[config.mk]
export PLATFORM = sky130hd
export DESIGN_NAME = touch_script_executor
export DESIGN_NICKNAME = d
export VERILOG_FILES = /design/src/hw/rtl/tse_pkg.sv /design/src/hw/rtl/touch_script_executor.sv /design/src/hw/rtl/tse_ram.sv /design/src/hw/rtl/tse_alu.sv
export SDC_FILE = /design/constraint.sdc
export NUM_CORES = 2
export LEC_CHECK = 0
export BUFFER_PORTS_ARGS = -buffer_cell sky130_fd_sc_hd__buf_2
export CAP_MARGIN = 25
export CORE_MARGIN = 3
export CORE_UTILIZATION = 35
export CTS_CLUSTER_SIZE = 20
export DETAILED_ROUTE_END_ITERATION = 8
export SETUP_SLACK_MARGIN = 0.02
export SLEW_MARGIN = 20
export SYNTH_ARGS = -nofsm -noshare
export SYNTH_HDL_FRONTEND = slang
export SYNTH_SLANG_ARGS = --single-unit
[constraint.sdc]
create_clock -name clk -period 13.79 [get_ports clk]
set_input_delay 1.379 -clock clk [delete_from_list [all_inputs] [get_ports clk]]
set_output_delay 1.379 -clock clk [all_outputs]
set_load 0.05 [all_outputs]
[src/hw/rtl/tse_pkg.sv]
`timescale 1ns / 1ps
package tse_pkg;

  // default size of the bus-read byte array
  localparam int TSE_ARRAY_BYTES = 16;

  // instruction codes
  localparam logic [3:0] CMD_BEGIN      = 4'd0;
  localparam logic [3:0] CMD_LOAD       = 4'd1;
  localparam logic [3:0] CMD_CMP        = 4'd2;
  localparam logic [3:0] CMD_CMP_ANY    = 4'd3;
  localparam logic [3:0] CMD_RET_FALSE  = 4'd4;
  localparam logic [3:0] CMD_RET_TRUE   = 4'd5;
  localparam logic [3:0] CMD_MOVE_BYTE  = 4'd6;
  localparam logic [3:0] CMD_MOVE       = 4'd7;
  localparam logic [3:0] CMD_AND        = 4'd8;
  localparam logic [3:0] CMD_SCALE      = 4'd9;
  localparam logic [3:0] CMD_LIMIT      = 4'd10;
  localparam logic [3:0] CMD_RET        = 4'd11;
  localparam logic [3:0] CMD_END        = 4'd12;
  localparam logic [3:0] CMD_CMP_RESULT = 4'd13;

  // move modes
  localparam logic [1:0] MOVE_SINGLE = 2'd1;
  localparam logic [1:0] MOVE_BIG    = 2'd2;

  // end kinds
  localparam logic [1:0] END_RETURN = 2'd0;
  localparam logic [1:0] END_EARLY  = 2'd1;
  localparam logic [1:0] END_PROG   = 2'd2;

  // move result mask
  localparam logic [15:0] MOVE_MASK = 16'h0fff;

  // saturation bounds of the scale result
  localparam logic signed [31:0] SAT_MAX = 32'sd32767;
  localparam logic signed [31:0] SAT_MIN = -32'sd32768;

  typedef struct packed {
    logic [3:0]         cmd;
    logic [3:0]         array_index;
    logic [7:0]         byte_value;
    logic               first_value;
    logic               half_select;
    logic [1:0]         move_mode;
    logic [15:0]        word_value;
    logic signed [31:0] scale_factor;
  } in_item_t;

  typedef struct packed {
    logic signed [15:0] value;
    logic [1:0]         end_kind;
  } out_item_t;

  // execute unit outcome
  typedef struct packed {
    logic [15:0] work_nxt;
    logic        halted_nxt;
    logic        emit;
    out_item_t   res;
  } alu_res_t;

endpackage

[src/hw/rtl/touch_script_executor.sv]
`timescale 1ns / 1ps
// Channel   Direction  Handshake           Beat
// in_       input      in_valid/in_stall   one decoded instruction (in_item_t)
// out_      output     out_valid/out_stall one script result (out_item_t)
//
// One instruction per cycle sustained while the output is not stalled.
// Stage one registers the beat and reads the byte array; stage two executes against
// the working result and loads the output register.
// Reset clears working result, halted flag and all array entries (valid bits).
// A stalled output holds the execute stage, which in turn stalls the input.
module touch_script_executor #(
  parameter int ARRAY_BYTES = tse_pkg::TSE_ARRAY_BYTES
) (
  input  logic                clk,
  input  logic                rst_n,
  input  logic                in_valid,
  output logic                in_stall,
  input  tse_pkg::in_item_t   in_data,
  output logic                out_valid,
  input  logic                out_stall,
  output tse_pkg::out_item_t  out_data
);
  import tse_pkg::*;

  localparam int IDX_W = $clog2(ARRAY_BYTES);

  logic [IDX_W-1:0] mod_tab [16];

  in_item_t         ex_item_r;
  logic             ex_valid_r;
  logic             ex_fire;
  logic             in_fire;
  logic [IDX_W-1:0] rd_a;
  logic [IDX_W-1:0] rd_b;
  logic [IDX_W-1:0] wr_addr;
  logic             wr_en;
  logic [7:0]       ram_qa;
  logic [7:0]       ram_qb;
  logic             fwd_a_r;
  logic             fwd_b_r;
  logic [7:0]       fwd_d_r;
  logic             ok_a_r;
  logic             ok_b_r;
  logic [7:0]       byte_a;
  logic [7:0]       byte_b;
  logic [7:0]       byte0_r;
  logic [ARRAY_BYTES-1:0] valid_r;
  logic [15:0]      work_r;
  logic             halted_r;
  logic             out_valid_r;
  out_item_t        out_item_r;
  alu_res_t         alu_res;

  // index modulo array size, worked out per code at elaboration
  for (genvar k = 0; k < 16; k++) begin : g_mod
    assign mod_tab[k] = IDX_W'(k % ARRAY_BYTES);
  end

  // handshake
  assign ex_fire  = ex_valid_r && !(out_valid_r && out_stall);
  assign in_stall = ex_valid_r && !ex_fire;
  assign in_fire  = in_valid && !in_stall;

  // read addresses for the arriving beat
  assign rd_a = mod_tab[in_data.array_index];
  assign rd_b = (rd_a == IDX_W'(ARRAY_BYTES - 1)) ? '0 : rd_a + IDX_W'(1);

  // array write from the executing load
  assign wr_addr = mod_tab[ex_item_r.array_index];
  assign wr_en   = ex_fire && !halted_r && (ex_item_r.cmd == CMD_LOAD);

  tse_ram #(
    .WIDTH (8),
    .DEPTH (ARRAY_BYTES)
  ) u_ram (
    .clk     (clk),
    .we      (wr_en),
    .waddr   (wr_addr),
    .wdata   (ex_item_r.byte_value),
    .re      (in_fire),
    .raddr_a (rd_a),
    .raddr_b (rd_b),
    .rdata_a (ram_qa),
    .rdata_b (ram_qb)
  );

  // input register plus read bypass of a load landing in the same cycle
  always_ff @(posedge clk) begin
    if (!rst_n) begin
      ex_valid_r <= 1'b0;
    end else if (in_fire) begin
      ex_valid_r <= 1'b1;
    end else if (ex_fire) begin
      ex_valid_r <= 1'b0;
    end
  end

  always_ff @(posedge clk) begin
    if (in_fire) begin
      ex_item_r <= in_data;
      fwd_a_r   <= wr_en && (wr_addr == rd_a);
      fwd_b_r   <= wr_en && (wr_addr == rd_b);
      fwd_d_r   <= ex_item_r.byte_value;
      ok_a_r    <= valid_r[rd_a];
      ok_b_r    <= valid_r[rd_b];
    end
  end

  // entries never written read as zero
  assign byte_a = fwd_a_r ? fwd_d_r : (ok_a_r ? ram_qa : 8'h00);
  assign byte_b = fwd_b_r ? fwd_d_r : (ok_b_r ? ram_qb : 8'h00);

  tse_alu u_alu (
    .item     (ex_item_r),
    .work_r   (work_r),
    .halted_r (halted_r),
    .byte0    (byte0_r),
    .byte_a   (byte_a),
    .byte_b   (byte_b),
    .res      (alu_res)
  );

  // script state and array bookkeeping
  always_ff @(posedge clk) begin
    if (!rst_n) begin
      work_r   <= '0;
      halted_r <= 1'b0;
      byte0_r  <= '0;
      valid_r  <= '0;
    end else begin
      if (ex_fire) begin
        work_r   <= alu_res.work_nxt;
        halted_r <= alu_res.halted_nxt;
      end
      if (wr_en) begin
        valid_r[wr_addr] <= 1'b1;
        if (wr_addr == '0) begin
          byte0_r <= ex_item_r.byte_value;
        end
      end
    end
  end

  // output register
  always_ff @(posedge clk) begin
    if (!rst_n) begin
      out_valid_r <= 1'b0;
    end else if (ex_fire && alu_res.emit) begin
      out_valid_r <= 1'b1;
    end else if (!out_stall) begin
      out_valid_r <= 1'b0;
    end
  end

  always_ff @(posedge clk) begin
    if (ex_fire && alu_res.emit) begin
      out_item_r <= alu_res.res;
    end
  end

  assign out_valid = out_valid_r;
  assign out_data  = out_item_r;

  // checks
  a_emit_halts: assert property (@(posedge clk) disable iff (!rst_n)
    ex_fire && alu_res.emit |=> halted_r)
    else $error("result emitted without halting");

  a_halt_holds: assert property (@(posedge clk) disable iff (!rst_n)
    ex_fire && halted_r && (ex_item_r.cmd != CMD_BEGIN) |=> $stable(work_r) && halted_r)
    else $error("halted script changed state");

  a_begin_clears: assert property (@(posedge clk) disable iff (!rst_n)
    ex_fire && (ex_item_r.cmd == CMD_BEGIN) |=> (work_r == 16'd0) && !halted_r)
    else $error("begin did not clear state");

  a_write_marks: assert property (@(posedge clk) disable iff (!rst_n)
    wr_en |=> valid_r[$past(wr_addr)])
    else $error("written entry not marked valid");

  a_stall_only_busy: assert property (@(posedge clk) disable iff (!rst_n)
    !ex_valid_r |-> !in_stall)
    else $error("input stalled with empty execute stage");

endmodule

[src/hw/rtl/tse_ram.sv]
`timescale 1ns / 1ps
module tse_ram #(
  parameter int WIDTH = 8,
  parameter int DEPTH = 16
) (
  input  logic                     clk,
  input  logic                     we,
  input  logic [$clog2(DEPTH)-1:0] waddr,
  input  logic [WIDTH-1:0]         wdata,
  input  logic                     re,
  input  logic [$clog2(DEPTH)-1:0] raddr_a,
  input  logic [$clog2(DEPTH)-1:0] raddr_b,
  output logic [WIDTH-1:0]         rdata_a,
  output logic [WIDTH-1:0]         rdata_b
);

  logic [WIDTH-1:0] mem_r [DEPTH];

  // one write port, two registered read ports (read-old on collision)
  always_ff @(posedge clk) begin
    if (we) begin
      mem_r[waddr] <= wdata;
    end
    if (re) begin
      rdata_a <= mem_r[raddr_a];
      rdata_b <= mem_r[raddr_b];
    end
  end

endmodule

[src/hw/rtl/tse_alu.sv]
`timescale 1ns / 1ps
module tse_alu (
  input  tse_pkg::in_item_t item,
  input  logic [15:0]       work_r,
  input  logic              halted_r,
  input  logic [7:0]        byte0,
  input  logic [7:0]        byte_a,
  input  logic [7:0]        byte_b,
  output tse_pkg::alu_res_t res
);
  import tse_pkg::*;

  logic               hit0;
  logic [15:0]        move_word;
  logic signed [15:0] diff_s;
  logic signed [47:0] prod_s;
  logic signed [31:0] quot_s;
  logic [15:0]        scaled;

  // byte-zero match for the CMP and CMP_ANY instructions
  assign hit0 = (item.byte_value == byte0);

  // word assembled from the array for move
  always_comb begin
    case (item.move_mode)
      MOVE_SINGLE: move_word = {8'h00, byte_a};
      MOVE_BIG:    move_word = {byte_a, byte_b};
      default:     move_word = {byte_b, byte_a};
    endcase
  end

  // offset, Q16.16 multiply, truncate toward zero, saturate
  assign diff_s = $signed(work_r - item.word_value);
  assign prod_s = 48'($signed(item.scale_factor)) * 48'(diff_s);
  assign quot_s = prod_s[47:16] + {31'd0, prod_s[47] & (|prod_s[15:0])};

  always_comb begin
    if (quot_s > SAT_MAX) begin
      scaled = SAT_MAX[15:0];
    end else if (quot_s < SAT_MIN) begin
      scaled = SAT_MIN[15:0];
    end else begin
      scaled = quot_s[15:0];
    end
  end

  // instruction decode
  always_comb begin
    res.work_nxt   = work_r;
    res.halted_nxt = halted_r;
    res.emit       = 1'b0;
    res.res.value  = '0;
    res.res.end_kind = END_RETURN;
    if (item.cmd == CMD_BEGIN) begin
      res.work_nxt   = '0;
      res.halted_nxt = 1'b0;
    end else if (!halted_r) begin
      unique case (item.cmd)
        CMD_CMP: res.work_nxt = {15'd0, hit0};
        CMD_CMP_ANY: begin
          res.work_nxt = (item.first_value ? 16'd0 : work_r) | {15'd0, hit0};
        end
        CMD_CMP_RESULT: res.work_nxt = {15'd0, work_r == {8'h00, item.byte_value}};
        CMD_RET_FALSE: begin
          if (work_r == 16'd0) begin
            res.emit = 1'b1;
            res.res.end_kind = END_EARLY;
          end
        end
        CMD_RET_TRUE: begin
          if (!work_r[15] && (work_r != 16'd0)) begin
            res.emit = 1'b1;
            res.res.end_kind = END_EARLY;
          end
        end
        CMD_MOVE_BYTE: begin
          res.work_nxt = item.half_select ? {byte_a, work_r[7:0]}
                                          : {work_r[15:8], byte_a};
        end
        CMD_MOVE:  res.work_nxt = move_word & MOVE_MASK;
        CMD_AND:   res.work_nxt = work_r & item.word_value;
        CMD_SCALE: res.work_nxt = scaled;
        CMD_LIMIT: begin
          if (!work_r[15] && (work_r > item.word_value)) begin
            res.work_nxt = item.word_value;
          end
        end
        CMD_RET: begin
          res.emit = 1'b1;
          res.res.value = work_r;
          res.res.end_kind = END_RETURN;
        end
        CMD_END: begin
          res.emit = 1'b1;
          res.res.value = work_r;
          res.res.end_kind = END_PROG;
        end
        default: ; // load is handled at the array; unused codes do nothing
      endcase
      if (res.emit) begin
        res.halted_nxt = 1'b1;
      end
    end
  end

endmodule
Word-level counts from Yosys, hierarchy flattened
Memory sizes are Yosys's and may differ from the RTL's. A register that Yosys moved wholly into a read port is not among the register bits.
Cells that the tools add are included.
- flip-flop bits (word level): 141
- memory bits (writable): 128
- memory bits (read-only): 128
- input port bits: 72
- output and inout port bits: 20
- word-level logic and storage cells: 141
- memories: 3
- $add $sub $neg: 3
- $mul: 1
- $lt $le $gt $ge: 9
- equal/unequal tests: 25
- mux-type cells: 41
- bitwise operators: 7
- reduce and logical (&&, ||, !) cells: 30
- memories (name ; words ; width ; read ports ; clocked after memory_dff ; write ports ; RTL line ; text):
    u_ram.mem_r ; 16 ; 8 ; 2 ; 2 ; 1 ; tse_ram.sv:17 ; logic [WIDTH-1:0] mem_r [DEPTH];
    (no name shown) ; 16 ; 4 ; 1 ; 0 ; 0 ; touch_script_executor.sv:69 ; assign wr_addr = mod_tab[ex_item_r.array_index];
    (no name shown) ; 16 ; 4 ; 1 ; 0 ; 0 ; touch_script_executor.sv:65 ; assign rd_a = mod_tab[in_data.array_index];
- operator list (operator ; count):
    $pmux W16 S8 ; 1
    $mux W16 ; 6
    $mul A32 B16 Y48 ; 1
    $mux W36 ; 1
    $add A32 B1 Y32 ; 1
    $gt A32 B16 Y1 const B ; 1
    $lt A32 B16 Y1 const B ; 1
    $mux W8 ; 4
    $eq A4 B4 Y1 const B ; 7
    $pmux W12 S2 ; 1
    $mux W4 ; 5
    $mux W19 ; 1
    $mux W17 ; 1
    $and A16 B16 Y16 ; 1
    $eq A16 B8 Y1 ; 1
    $eq A4 B3 Y1 const B ; 4
    $gt A16 B16 Y1 ; 1
    $logic_not A16 Y1 ; 1
    $mux W1 ; 16
    $or A16 B1 Y16 ; 1
    $or A16 B16 Y16 ; 1
    $reduce_bool A16 Y1 ; 1
    $reduce_or A16 Y1 ; 1
    $sub A16 B16 Y16 ; 1
    29 further kinds ; 56

Depth between registers and ports, before layout
- depth after elaboration: 13
- mapped depth: 50

Cells and area by module
A second synthesis with hierarchy kept.
- cells, all modules: 3286
- area, all modules: 33487.1 um^2
- modules (own cells, without submodules) (module ; instances ; cells each ; area an instance (um^2) ; seq. area each (um^2)):
    tse_alu ; 1 ; 2645 ; 21807.2 ; 0.0
    tse_ram ; 1 ; 307 ; 6505.0 ; 4324.1
    touch_script_executor ; 1 ; 334 ; 5175.0 ; 3803.6

Least setup slack after synthesis
Ideal clock, no wire load.
- kind: register to register
- start point: register ex_item_r[33] (netlist bit)
- end point: register work_r[13]
- library setup time: 80 ps
- data arrival time: 10945 ps
- slack: 2765 ps
- cell stages (with the launch flop): 49
- path buffers: 5
- clock period less this slack: 11025 ps
- cell sequence: edfxtp_1 -> inv_1 -> ha_1 -> nor2b_1 -> o21ai_0 -> a21boi_0 -> o21ai_0 -> a21boi_0 -> o21ai_0 -> a21boi_0 -> o21ai_0 -> a21oi_1 -> o2111a_1 -> o211a_1 -> nor3_1 -> clkbuf_1 -> nor2_1 -> fa_1 -> (+13 left out) -> o2111ai_1 -> a21oi_1 -> o21ai_0 -> a211o_1 -> o31a_1 -> ha_1 -> ha_1 -> and3_1 -> clkbuf_1 -> and2_1 -> clkbuf_1 -> and4_1 -> nor4_2 -> nor3_1 -> nor4_4 -> buf_6 -> o21ai_1 -> a32oi_1
- longest elaborated chain between the ends: 11
- elaborated cells between the ends (all ways): 16
- classes of those cells: add/sub (2); mul (1); order compare (3); eq/ne (1); mux (5); bitwise (1); reduce/logical (3)
- RTL lines (element ; RTL line ; text):
    from (decl) ; touch_script_executor.sv:29 ; in_item_t ex_item_r;
    from (signal assigned) ; touch_script_executor.sv:100 ; ex_item_r <= in_data;
    $sub A16 B16 Y16 ; tse_alu.sv:33 ; assign diff_s = $signed(work_r - item.word_value);
    $mul A32 B16 Y48 ; tse_alu.sv:34 ; assign prod_s = 48'($signed(item.scale_factor)) * 48'(diff_s);
    $reduce_or A16 Y1 ; tse_alu.sv:35 ; assign quot_s = prod_s[47:16] + {31'd0, prod_s[47] & (|prod_s[15:0])};
    $and A1 B1 Y1 ; tse_alu.sv:35 ;
    $add A32 B1 Y32 ; tse_alu.sv:35 ;
    $lt A32 B16 Y1 ; tse_alu.sv:40 ; end else if (quot_s < SAT_MIN) begin
    $mux W16 ; tse_alu.sv:40 ;
    $mux W16 ; tse_alu.sv:38 ; if (quot_s > SAT_MAX) begin
    $pmux W16 S8 ; tse_alu.sv:58 ; unique case (item.cmd)
    $mux W36 ; tse_alu.sv:57 ; end else if (!halted_r) begin
    $mux W17 ; tse_alu.sv:54 ; if (item.cmd == CMD_BEGIN) begin
    to (signal assigned) ; touch_script_executor.sv:132 ; work_r <= alu_res.work_nxt;
    to (decl) ; touch_script_executor.sv:48 ; logic [15:0] work_r;
Parallel ways exist; a longest one is shown, timed or not. The select of a mux whose other input is x is not followed.
A chain may end at the register's enable or synchronous reset.

Final worst setup path
- start point: register ex_item_r[33] (netlist bit)
- end point: register work_r[1]
The elaborated chain is that of the path after synthesis.

==> run_results.csv <==
group,metric,value,unit
logic_synthesis,synth_edf_count,242,
global_route,grt_max_degree,55,
floorplanning,ios,92,
floorplanning,start_util,0.354,
clock_tree,cts_buffer_depth,3,
floorplanning,core-area,93700,um^2
floorplanning,die_y,314,um
floorplanning,die_x,314,um
timing,fmax,78.2,MHz
critical_path,cp.required,14.21,ns
global_route,grt_overflow,0,
global_route,grt_pass1_vias,24700,
clock_tree,clkTransAtPathRegs,0.06,ns
logic_synthesis,async_flop_share,0,
run_status,status,"completed",
cells_and_area,fin_util,0.387,
timing,final-hold-violation-count,0,
critical_path,cpMaxStageDelayCell,"or2_2",
cells_and_area,syn2layout_area_growth,9.17,%
logic_synthesis,synth.ff_latch_count,285,
route,wl_per_cell,19.3,um
min_path,min_path_type,"reg2reg",
route,drc_errors,0,
critical_path,crit_type,"reg2reg",
place,port_buffers,91,
clock_tree,cts_tree,"built",
timing,drv_slew,0,
global_route,grtUsageTotal,0.182,
place,detailed_place_hpwl,68500,um
clock_tree,cts_max_level,2,
timing,setup_tns,0,ns
logic_synthesis,synth.most_common_cell,"inv_1",
clock_tree,insertion_delay,0.60,ns
logic_synthesis,yosys_warnings,0,
route,first_pass_iters,7,
clock_tree,hold_buffers,0,
critical_path,rr_worst_depth,42,
place,finalWeightedCongestion,0.914,
cells_and_area,drive_gt1_frac,0.106,
floorplanning,dieArea,98600,um^2
logic_synthesis,yosys-top-cells-area,"fa_1, edfxtp_1, inv_1",
timing,skew,0.0404,ns
clock_tree,cts_root_buffer,"clkbuf_16",
logic_synthesis,synth_flop_cell,"edfxtp_1",
logic_synthesis,netlist_area,33200,um^2
floorplanning,rows,112,
critical_path,cp.arrival,13.21,ns
timing,maxSlewHeadroom,0.261,
critical_path,crit_fanout,33,
flow_run,cap_violations,0,
critical_path,max_stage_delay,0.59,ns
logic_synthesis,synth_top_area_cell,"fa_1",
timing,whs,0.489,ns
critical_path,cp_common_cell,"fa_1",
critical_path,worstSetupStartpointType,"flip-flop",
min_path,hold_depth,1,
route,vias,23600,
logic_synthesis,synth_commonest_cells,"inv_1, fa_1, nand2_1",
cells_and_area,nets,3959,
route,ant_nets,0,
clock_tree,cts_sinks,285,
route,drtIter0Drc,1787,
logic_synthesis,avgSynthCellArea,10.2,um^2
timing,rsz0062_at_grt,"no",
global_route,grt_pass1_wl,142000,um
route,wl,87600,um
logic_synthesis,syn_inst,3239,
route,vias_per_cell,5.22,
timing,worstMarginPinSlew,1.09,ns
clock_tree,cts_buffers,36,
critical_path,worstSetupEndpointType,"flip-flop",
logic_synthesis,synth_top_area_frac,0.294,
timing,min_period_over_period,0.927,
timing,period_needed,12.79,ns
logic_synthesis,ys_types,97,
global_route,antenna_found_initial,3,
timing,setup_violations,0,
logic_synthesis,syn_nets,3950,
logic_synthesis,ys_seq_area_frac,0.245,
critical path, delay by kind of cell, from the launching register on:
family / cells / cell delay (ns)
AO/OA/AOI/OAI: 21 / 5.11
AND/OR/NAND/NOR: 8 / 3.08
buffers and inverters: 4 / 0.29
flip-flops: 1 / 0.41
adder cells (fa/ha/maj): 9 / 3.74
cell type report:
class,count,area [um^2]
multi-input cells,2196,22300
clock buffers,51,997
clock inverters,14,185
flip-flops and latches,285,8130
fillers,9161,57500
diodes,1,2.50
repair buffers,134,795
inverters,595,2230
well taps,1254,1570
sequential cells by signal, indices dropped and copies added, names as in the netlist:
name,flops
u_ram.mem_r,128
ex_item_r,68
out_data,18
valid_r,16
work_r,16
byte0_r,8
fwd_d_r,8
u_ram.rdata_a,8
u_ram.rdata_b,8
ex_valid_r,1
fwd_a_r,1
fwd_b_r,1
halted_r,1
ok_a_r,1
ok_b_r,1
out_valid,1
routing by layer:
metal,track usage,routed length [um],vias up
met5,0,0,-
li1,-,-,10700
met1,0.250,37900,12100
met4,0.0358,1780,0
met3,0.0273,5290,98
met2,0.307,42600,729
path summary, 6_finish.rpt:
kind / slack (ns) / from / end
worst max register to register: 1.00 / ex_item_r[33] / work_r[1]
worst min-delay path: 0.49 / valid_r[10] / valid_r[10]
worst max-delay path: 1.00 / ex_item_r[33] / work_r[1]
worst min register to register: 0.49 / valid_r[10] / valid_r[10]
logic make-up after synthesis:
| group | Yosys count | synth area share |
|---|---|---|
| AO/OA/AOI/OAI | 383 | 0.0817 |
| XOR/XNOR | 80 | 0.0211 |
| adder cells (fa/ha/maj) | 639 | 0.351 |
| buffers and inverters | 758 | 0.0869 |
| flip-flops | 285 | 0.245 |
| multiplexers | 106 | 0.0660 |
| AND/OR/NAND/NOR | 988 | 0.149 |
metrics by stage:
step	worst slack [ns]	cell area, um^2	cells
6_report	1.00	36200	4530
3_3_place_gp	1.36	35000	4455
5_1_grt	0.0689	36200	4529
2_1_floorplan	2.77	33200	3239
3_5_place_dp	1.06	35000	4457
4_1_cts	1.04	36200	4522
cell usage in the layout, fill, tap and decap left out, types with 20 or more instances in the layout:
master	netlist	final
a21o_1	20	20
a21oi_1	77	77
and2_1	121	121
and3_1	20	20
buf_2	13	91
buf_4	0	41
clkbuf_16	0	36
dfxtp_1	43	43
edfxtp_1	242	242
fa_1	487	487
ha_1	152	152
inv_1	595	595
mux4_2	90	90
nand2_1	442	442
nand3_1	41	41
nand4_1	35	35
nor2_1	103	100
nor2b_1	54	53
nor3_1	35	28
nor3b_1	31	31
nor4_1	20	20
o21a_1	29	29
o21ai_0	64	64
o21ai_1	20	20
xnor2_1	59	53
repair_timing:
item | in CTS | in global routing
gates resized for setup | 0 | 0
endpoints found under the setup margin | 0 | 14
buffers inserted | 0 | 4
Power is left out: the tool's default activity adds up to more than one toggle a clock period on the data nets, which glitch-free logic cannot reach.
